`config.mk`:
```
export PLATFORM = sky130hd
export DESIGN_NAME = key_short_press_led_toggle_core
export DESIGN_NICKNAME = d
export VERILOG_FILES = /design/src/rtl/core/kslt_pkg.sv /design/src/rtl/core/key_short_press_led_toggle_core.sv /design/src/rtl/core/kslt_cfg.sv /design/src/rtl/core/kslt_chan.sv /design/src/rtl/core/kslt_out.sv
export SDC_FILE = /design/constraint.sdc
export NUM_CORES = 1
export LEC_CHECK = 0
export BUFFER_PORTS_ARGS = -buffer_cell sky130_fd_sc_hd__buf_2
export CAP_MARGIN = 5
export CORE_MARGIN = 4
export CORE_UTILIZATION = 64
export DETAILED_ROUTE_END_ITERATION = 10
export PLACE_DENSITY = 0.95
export SLEW_MARGIN = 5
export SYNTH_ARGS = -nofsm -noshare
export SYNTH_HDL_FRONTEND = slang
export SYNTH_HIERARCHICAL = 1
export SYNTH_SLANG_ARGS = --single-unit
```
`constraint.sdc`:
```
create_clock -name clk_i -period 3.8 [get_ports clk_i]
set_clock_uncertainty 0.15 [all_clocks]
set_input_delay 1.14 -clock clk_i [delete_from_list [all_inputs] [get_ports clk_i]]
set_output_delay 1.14 -clock clk_i [all_outputs]
set_load 0.005 [all_outputs]
```
`src/rtl/core/kslt_pkg.sv`:
```
// Shared types and constants for the key short-press LED toggle core.
// No dependencies; imported by every module in rtl/core.
package kslt_pkg;

  localparam int unsigned NUM_KEYS = 4;
  localparam int unsigned TICK_W   = 8;
  localparam int unsigned ADDR_W   = 4;
  localparam int unsigned DATA_W   = 32;

  // Register indexes on the configuration port (byte address = 4 * index)
  localparam logic [1:0] REG_SHORT_LIMIT = 2'd0;
  localparam logic [1:0] REG_MAX_LIMIT   = 2'd1;
  localparam logic [1:0] REG_LINK_MASK   = 2'd2;

  localparam logic [TICK_W-1:0]   SHORT_LIMIT_RST = 8'd3;
  localparam logic [TICK_W-1:0]   MAX_LIMIT_RST   = 8'd255;
  localparam logic [NUM_KEYS-1:0] LINK_MASK_RST   = 4'd0;

  typedef enum logic [3:0] {
    PH_IDLE   = 4'b0001,
    PH_COUNT  = 4'b0010,
    PH_SHORT  = 4'b0100,
    PH_EXPORT = 4'b1000
  } key_phase_e;

  // Per-channel LED/export event for one scan tick
  typedef struct packed {
    logic led_clr;
    logic led_tgl;
    logic export_req;
  } chan_evt_t;

  typedef struct packed {
    logic [TICK_W-1:0]   short_limit;
    logic [TICK_W-1:0]   max_limit;
    logic [NUM_KEYS-1:0] link_mask;
  } cfg_t;

  typedef struct packed {
    logic [NUM_KEYS-1:0] led_bits;
    logic [NUM_KEYS-1:0] export_bits;
  } result_t;

endpackage

```
`src/rtl/core/key_short_press_led_toggle_core.sv`:
```
// Key short-press LED toggle core: one phase machine per key channel.
// Latency: a result is valid the cycle after acceptance into a free head slot.
// Throughput: one scan request per cycle while in_ready_o is high; the
//   two-entry buffer keeps it high while a single result waits downstream.
// Reset (rst_ni low, asynchronous): all channels idle, counters and LEDs
//   cleared, registers at short_limit=3, max_limit=255, link_mask=0.
module key_short_press_led_toggle_core
  import kslt_pkg::*;
#(
  parameter int unsigned CHANNELS = 4
) (
  input  logic                clk_i,
  input  logic                rst_ni,
  // scan request channel
  input  logic                in_valid_i,
  output logic                in_ready_o,
  input  logic [NUM_KEYS-1:0] key_bits_i,
  // result channel
  output logic                out_valid_o,
  input  logic                out_ready_i,
  output logic [NUM_KEYS-1:0] led_bits_o,
  output logic [NUM_KEYS-1:0] export_bits_o,
  // configuration port
  input  logic                psel,
  input  logic                penable,
  input  logic                pwrite,
  input  logic [ADDR_W-1:0]   paddr,
  input  logic [DATA_W-1:0]   pwdata,
  output logic [DATA_W-1:0]   prdata,
  output logic                pready
);

  cfg_t                cfg;
  logic                accept;
  logic                space;
  chan_evt_t           evt [CHANNELS];
  logic [NUM_KEYS-1:0] led_q, led_d;
  logic [NUM_KEYS-1:0] export_vec;
  result_t             res_in, res_out;

  // Registers
  kslt_cfg u_cfg (
    .clk_i   (clk_i),
    .rst_ni  (rst_ni),
    .psel    (psel),
    .penable (penable),
    .pwrite  (pwrite),
    .paddr   (paddr),
    .pwdata  (pwdata),
    .prdata  (prdata),
    .pready  (pready),
    .cfg_o   (cfg)
  );

  // Accept whenever the result buffer has a free slot
  assign in_ready_o = space;
  assign accept     = in_valid_i & space;

  // One phase machine per populated channel; all advance on the same request
  for (genvar ch = 0; ch < CHANNELS; ch++) begin : g_chan
    kslt_chan u_chan (
      .clk_i         (clk_i),
      .rst_ni        (rst_ni),
      .step_i        (accept),
      .key_i         (key_bits_i[ch]),
      .link_i        (cfg.link_mask[ch]),
      .short_limit_i (cfg.short_limit),
      .max_limit_i   (cfg.max_limit),
      .evt_o         (evt[ch])
    );
  end

  // Fold channel events into the LED image and export vector.
  // Unpopulated channels hold their LED bit and never export.
  always_comb begin
    led_d      = led_q;
    export_vec = '0;
    for (int unsigned ch = 0; ch < CHANNELS; ch++) begin
      if (evt[ch].led_clr) led_d[ch] = 1'b0;
      if (evt[ch].led_tgl) led_d[ch] = ~led_q[ch];
      export_vec[ch] = evt[ch].export_req;
    end
  end

  always_ff @(posedge clk_i or negedge rst_ni) begin
    if (!rst_ni) begin
      led_q <= '0;
    end else if (accept) begin
      led_q <= led_d;
    end
  end

  assign res_in.led_bits    = led_d;
  assign res_in.export_bits = export_vec;

  // Result register with skid slot
  kslt_out u_out (
    .clk_i       (clk_i),
    .rst_ni      (rst_ni),
    .push_i      (accept),
    .data_i      (res_in),
    .space_o     (space),
    .out_valid_o (out_valid_o),
    .out_ready_i (out_ready_i),
    .data_o      (res_out)
  );

  assign led_bits_o    = res_out.led_bits;
  assign export_bits_o = res_out.export_bits;

`ifndef SYNTH
  // A full buffer always shows a result downstream
  a_full_has_head: assert property (@(posedge clk_i) disable iff (!rst_ni)
    !in_ready_o |-> out_valid_o)
    else $error("input stalled with no result pending");

  // A request taken into an empty buffer shows up next cycle
  a_accept_to_result: assert property (@(posedge clk_i) disable iff (!rst_ni)
    (in_valid_i && in_ready_o && !out_valid_o) |=> out_valid_o)
    else $error("accepted request produced no result");

  // Unpopulated channels never export
  a_no_export_hi: assert property (@(posedge clk_i) disable iff (!rst_ni)
    out_valid_o |-> ((export_bits_o >> CHANNELS) == '0))
    else $error("export from unpopulated channel");

  // LED image moves only on an accepted request
  a_led_hold: assert property (@(posedge clk_i) disable iff (!rst_ni)
    !accept |=> $stable(led_q))
    else $error("LED state changed without a request");
`endif

endmodule

```
`src/rtl/core/kslt_cfg.sv`:
```
// Configuration register file with an APB-style write/read port.
// Depends on kslt_pkg for register indexes and reset values.
module kslt_cfg
  import kslt_pkg::*;
(
  input  logic              clk_i,
  input  logic              rst_ni,
  input  logic              psel,
  input  logic              penable,
  input  logic              pwrite,
  input  logic [ADDR_W-1:0] paddr,
  input  logic [DATA_W-1:0] pwdata,
  output logic [DATA_W-1:0] prdata,
  output logic              pready,
  output cfg_t              cfg_o
);

  logic [1:0] reg_idx;
  logic       wr_en;
  cfg_t       cfg_q;

  assign reg_idx = paddr[ADDR_W-1:2];
  assign wr_en   = psel & penable & pwrite;
  assign pready  = 1'b1;
  assign cfg_o   = cfg_q;

  always_ff @(posedge clk_i or negedge rst_ni) begin
    if (!rst_ni) begin
      cfg_q.short_limit <= SHORT_LIMIT_RST;
      cfg_q.max_limit   <= MAX_LIMIT_RST;
      cfg_q.link_mask   <= LINK_MASK_RST;
    end else if (wr_en) begin
      case (reg_idx)
        REG_SHORT_LIMIT: cfg_q.short_limit <= pwdata[TICK_W-1:0];
        REG_MAX_LIMIT:   cfg_q.max_limit   <= pwdata[TICK_W-1:0];
        REG_LINK_MASK:   cfg_q.link_mask   <= pwdata[NUM_KEYS-1:0];
        default: ;
      endcase
    end
  end

  always_comb begin
    prdata = '0;
    case (reg_idx)
      REG_SHORT_LIMIT: prdata[TICK_W-1:0]   = cfg_q.short_limit;
      REG_MAX_LIMIT:   prdata[TICK_W-1:0]   = cfg_q.max_limit;
      REG_LINK_MASK:   prdata[NUM_KEYS-1:0] = cfg_q.link_mask;
      default:         prdata = '0;
    endcase
  end

endmodule

```
`src/rtl/core/kslt_chan.sv`:
```
// One key channel: press counter and phase machine, advanced once per request.
// Depends on kslt_pkg for the phase enum and event struct.
module kslt_chan
  import kslt_pkg::*;
(
  input  logic              clk_i,
  input  logic              rst_ni,
  input  logic              step_i,
  input  logic              key_i,
  input  logic              link_i,
  input  logic [TICK_W-1:0] short_limit_i,
  input  logic [TICK_W-1:0] max_limit_i,
  output chan_evt_t         evt_o
);

  key_phase_e        phase_q, phase_d;
  logic [TICK_W-1:0] ticks_q, ticks_d;

  always_comb begin
    phase_d = phase_q;
    ticks_d = ticks_q;
    evt_o   = '0;
    case (phase_q)
      PH_IDLE: begin
        if (key_i) begin
          ticks_d = TICK_W'(1);
          phase_d = PH_COUNT;
        end
      end
      PH_COUNT: begin
        if (key_i) begin
          if (ticks_q < max_limit_i) ticks_d = ticks_q + TICK_W'(1);
        end else begin
          // drop presses that are too short
          phase_d = (ticks_q < short_limit_i) ? PH_IDLE : PH_SHORT;
          ticks_d = '0;
        end
      end
      PH_SHORT: begin
        if (!key_i) begin
          if (link_i) begin
            evt_o.led_tgl = 1'b1;
            phase_d       = PH_EXPORT;
          end else begin
            evt_o.led_clr = 1'b1;
            phase_d       = PH_IDLE;
          end
        end
      end
      PH_EXPORT: begin
        if (!key_i) begin
          evt_o.export_req = 1'b1;
          phase_d          = PH_IDLE;
        end
      end
      default: begin
        phase_d = PH_IDLE;
        ticks_d = '0;
      end
    endcase
  end

  always_ff @(posedge clk_i or negedge rst_ni) begin
    if (!rst_ni) begin
      phase_q <= PH_IDLE;
      ticks_q <= '0;
    end else if (step_i) begin
      phase_q <= phase_d;
      ticks_q <= ticks_d;
    end
  end

endmodule

```
`src/rtl/core/kslt_out.sv`:
```
// Two-entry result buffer (head register plus skid register).
// Depends on kslt_pkg for the result struct.
module kslt_out
  import kslt_pkg::*;
(
  input  logic    clk_i,
  input  logic    rst_ni,
  input  logic    push_i,
  input  result_t data_i,
  output logic    space_o,
  output logic    out_valid_o,
  input  logic    out_ready_i,
  output result_t data_o
);

  logic    head_vld_q, head_vld_d;
  logic    skid_vld_q, skid_vld_d;
  result_t head_q, head_d;
  result_t skid_q, skid_d;
  logic    pop;

  assign pop         = head_vld_q & out_ready_i;
  assign space_o     = ~skid_vld_q;
  assign out_valid_o = head_vld_q;
  assign data_o      = head_q;

  always_comb begin
    head_vld_d = head_vld_q;
    skid_vld_d = skid_vld_q;
    head_d     = head_q;
    skid_d     = skid_q;
    if (pop) begin
      head_vld_d = skid_vld_q;
      head_d     = skid_q;
      skid_vld_d = 1'b0;
    end
    if (push_i) begin
      if (!head_vld_d) begin
        head_vld_d = 1'b1;
        head_d     = data_i;
      end else begin
        skid_vld_d = 1'b1;
        skid_d     = data_i;
      end
    end
  end

  always_ff @(posedge clk_i or negedge rst_ni) begin
    if (!rst_ni) begin
      head_vld_q <= 1'b0;
      skid_vld_q <= 1'b0;
    end else begin
      head_vld_q <= head_vld_d;
      skid_vld_q <= skid_vld_d;
    end
  end

  always_ff @(posedge clk_i) begin
    head_q <= head_d;
    skid_q <= skid_d;
  end

endmodule
```
==> reports/qor.csv <==
stage;metric;value;unit
place;PortBufs;38;
routing;residual DRC count;0;
power_and_ir_drop;Max rail drop VDD;348;uV
place;detailed placement HPWL;12400;um
finish;n_diodes;0;
grt;initial antenna violation count;0;
clock_network;Clk Latency, worst-skew pair;0.38;ns
routing;vias;5822;
critical_path;Crit Path Class;input pin to output pin;
routing;First DRT Iteration DRCs;328;
sta;Slew HR;0.427;
floorplan;Initial Utilization;0.665;
sta;Final Hold Viols;0;
critical_path;CP Cell Sequence;buf_2, nor2b_1, nand2_1, o21ai_0, buf_2;
sta;Final Critical Period;3.49;ns
critical_path;crit path buf inv count;2;
finish;area of the multi-input gates;4100;um2
synthesis;EDFF count, synth;8;
critical_path;slowest cell on the critical path;nor2b_1;
sta;Max Fclk;286;MHz
critical_path;CP dominant cell by count;buf_2;
floorplan;Die ar.;12500;um2
power_and_ir_drop;power density cells;487;nW/um2
finish;Final #Nets;862;
clock_network;CTS Buffer Depth;2;
synthesis;Yosys reg bits;90;
clock_network;Root Driver;clkbuf_8;
synthesis;Seq/Total Area, Yosys;0.328;
synthesis;Synth area leader;dfrtp_1;
synthesis;Post-synth top cells;inv_1, dfrtp_1, ha_1;
floorplan;FP Rows;37;
place;Placer Congestion;0.878;
synthesis;Post-Syn Instances;728;
finish;number of fillers in the final layout;753;
flow_run;Max-Cap Viols;0;
synthesis;yosys warns;6;
routing;number of vias per cell;6.50;
sta;setup repair after global routing missed its margin;false;
synthesis;syn_area_per_cell;9.51;um2
clock_network;post-CTS setup buffers;0;
clock_network;clock transition at the registers of the reported paths;0.09;ns
sta;setup_tns;0;ns
sta;worst slew pin tran;0.858;ns
synthesis;ys flop type;dfrtp_1;
grt;gr usage total;0.265;
synthesis;mapped cell area;6920;um2
synthesis;synth unique cells;71;
clock_network;post_cts resized;0;
clock_network;cts hold-fix bufs;0;
critical_path;Max stage delay on crit path;0.40;ns
critical_path;CP arrival;2.20;ns
floorplan;CORE AREA;10400;um2
synthesis;Synth async-reset ratio;0.822;
power_and_ir_drop;Total Power;3.53;mW
routing;total routed wirelength;16700;um
synthesis;synth top area cells;dfrtp_1, ha_1, dfstp_2;
synthesis;share of the synthesized area in the top cell type;0.217;
routing;WL/cell;18.6;um
clock_network;# H-tree levels;3;
floorplan;Die Y-Extent;112;um
critical_path;Worst setup EP type;output pin;
critical_path;CP delay by family, top;simple AND/OR/NAND/NOR gates;
sta;fin crit share;0.919;
sta;setup violators final;0;
floorplan;# IOs;90;
clock_network;CTS tree;built;
critical_path;Worst EP required;2.51;ns
finish;share of cells above drive strength 1;0.179;
critical_path;highest fanout seen on the critical path;12;
routing;antenna-violating nets left;0;
routing;DR pass1 iterations;5;
hold_path;Worst Hold Class;register to register;
clock_network;cts bufs inserted;9;
grt;GR Overflow Total;0;
sta;Slew Limit Fails;0;
synthesis;most frequent cell after synthesis;inv_1;
outcome;status;completed;
grt;largest net degree at the start of global routing;40;
clock_network;CTS Sinks;90;
power_and_ir_drop;Lkg Pwr;3.53;nW
critical_path;CP Launch Type;input pin;
finish;sequential cell area;2270;um2
floorplan;Die X;112;um
finish;area grow syn2layout;4.83;%
grt;first-pass GRT wire length;27500;um
grt;vias in the first global route;5739;
[where the power goes]
part,switching [mW],internal (mW),total [mW]
logic,0.725,0.636,1.36
registers,0.307,1.20,1.51
clock network,0.360,0.305,0.665
total,1.39,2.14,3.53
[cell type report]
cell class,instances,share of cell area
multi-input cells,532,0.565
clock buffers,10,0.0176
well taps,136,0.0234
flip-flops and latches,90,0.313
inverters,80,0.0414
repair buffers,42,0.0303
clock inverters,6,0.00931
[cell families after synthesis]
group	share of synthesized area
xor+xnor	0.00506
mux	0.0927
simple gates	0.181
compound gates	0.192
fa+ha+maj	0.108
flops	0.328
buf+inv	0.0922
other cells	0.00108
[placed cells by master, fill, tap and decap left out, types with 5 or more instances in the layout]
cell type,synthesis,routed
a211o_1,12,12
a21oi_1,21,21
a32oi_1,6,6
and2_1,5,5
and3_1,9,9
buf_2,9,38
clkbuf_8,0,9
conb_1,2,25
dfrtp_1,60,60
dfstp_2,14,14
dfxtp_1,8,8
edfxtp_1,8,8
ha_1,60,60
inv_1,80,80
mux2_2,25,25
mux2_4,16,16
mux2i_1,12,12
nand2_1,56,56
nand2b_1,15,15
nand3_1,23,23
nand4_1,8,8
nand4b_1,6,6
nor2_1,39,39
nor2b_1,6,6
nor3b_1,6,6
o211ai_1,16,16
o21ai_0,38,38
o311ai_0,12,12
or3_1,11,11
or3b_1,5,5
or4_1,9,9
[sequential cells by signal (all words and copies together), names as in the netlist]
signal                 flops
g_chan.u_chan/ticks_q     32
u_cfg/cfg_o               20
g_chan.u_chan/phase_q     16
u_out/data_o               8
u_out/skid_q               8
led_q                      4
u_out/out_valid_o          1
u_out/skid_vld_q           1
[metal layers]
metal / routed length [um] / vias to the layer above / share of wire / track usage
li1: - / 2670 / - / -
met1: 6670 / 2795 / 0.40 / 0.334
met2: 8320 / 306 / 0.50 / 0.460
met3: 1300 / 51 / 0.078 / 0.0505
met4: 418 / 0 / 0.025 / 0.0849
met5: 0 / - / 0 / 0
[metrics by stage]
step / setup WS [ns] / utilization / cell area (um2) / std cells / hold WS, ns
final: 0.306 / 0.697 / 7260 / 896 / 0.371
after floorplan: 0.684 / - / 7010 / 751 / 0.310
after CTS: 0.341 / 0.697 / 7260 / 896 / 0.380
after detailed placement: 0.348 / 0.678 / 7060 / 880 / 0.350
after global routing: 0.244 / 0.697 / 7260 / 896 / 0.389
after global placement: 0.396 / 0.678 / 7060 / 880 / 0.327
[final timing paths]
| kind | from | to | slack, ns | cells past startpoint |
|---|---|---|---|---|
| worst max-delay path | paddr[3] | prdata[1] | 0.31 | 5 |
| worst min-delay path | led_q[0] | led_q[0] | 0.37 | 1 |
| worst max register to register | u_cfg/cfg_o[6] | g_chan[0].u_chan/ticks_q[5] | 1.02 | 7 |
| worst min register to register | led_q[0] | led_q[0] | 0.37 | 1 |
| max in group asynchronous | rst_ni | u_cfg/cfg_o[6] | 2.45 | 2 |
| min in group asynchronous | rst_ni | g_chan[0].u_chan/ticks_q[4] | 0.66 | 2 |
No activity file was read; power rests on OpenSTA's default activity.
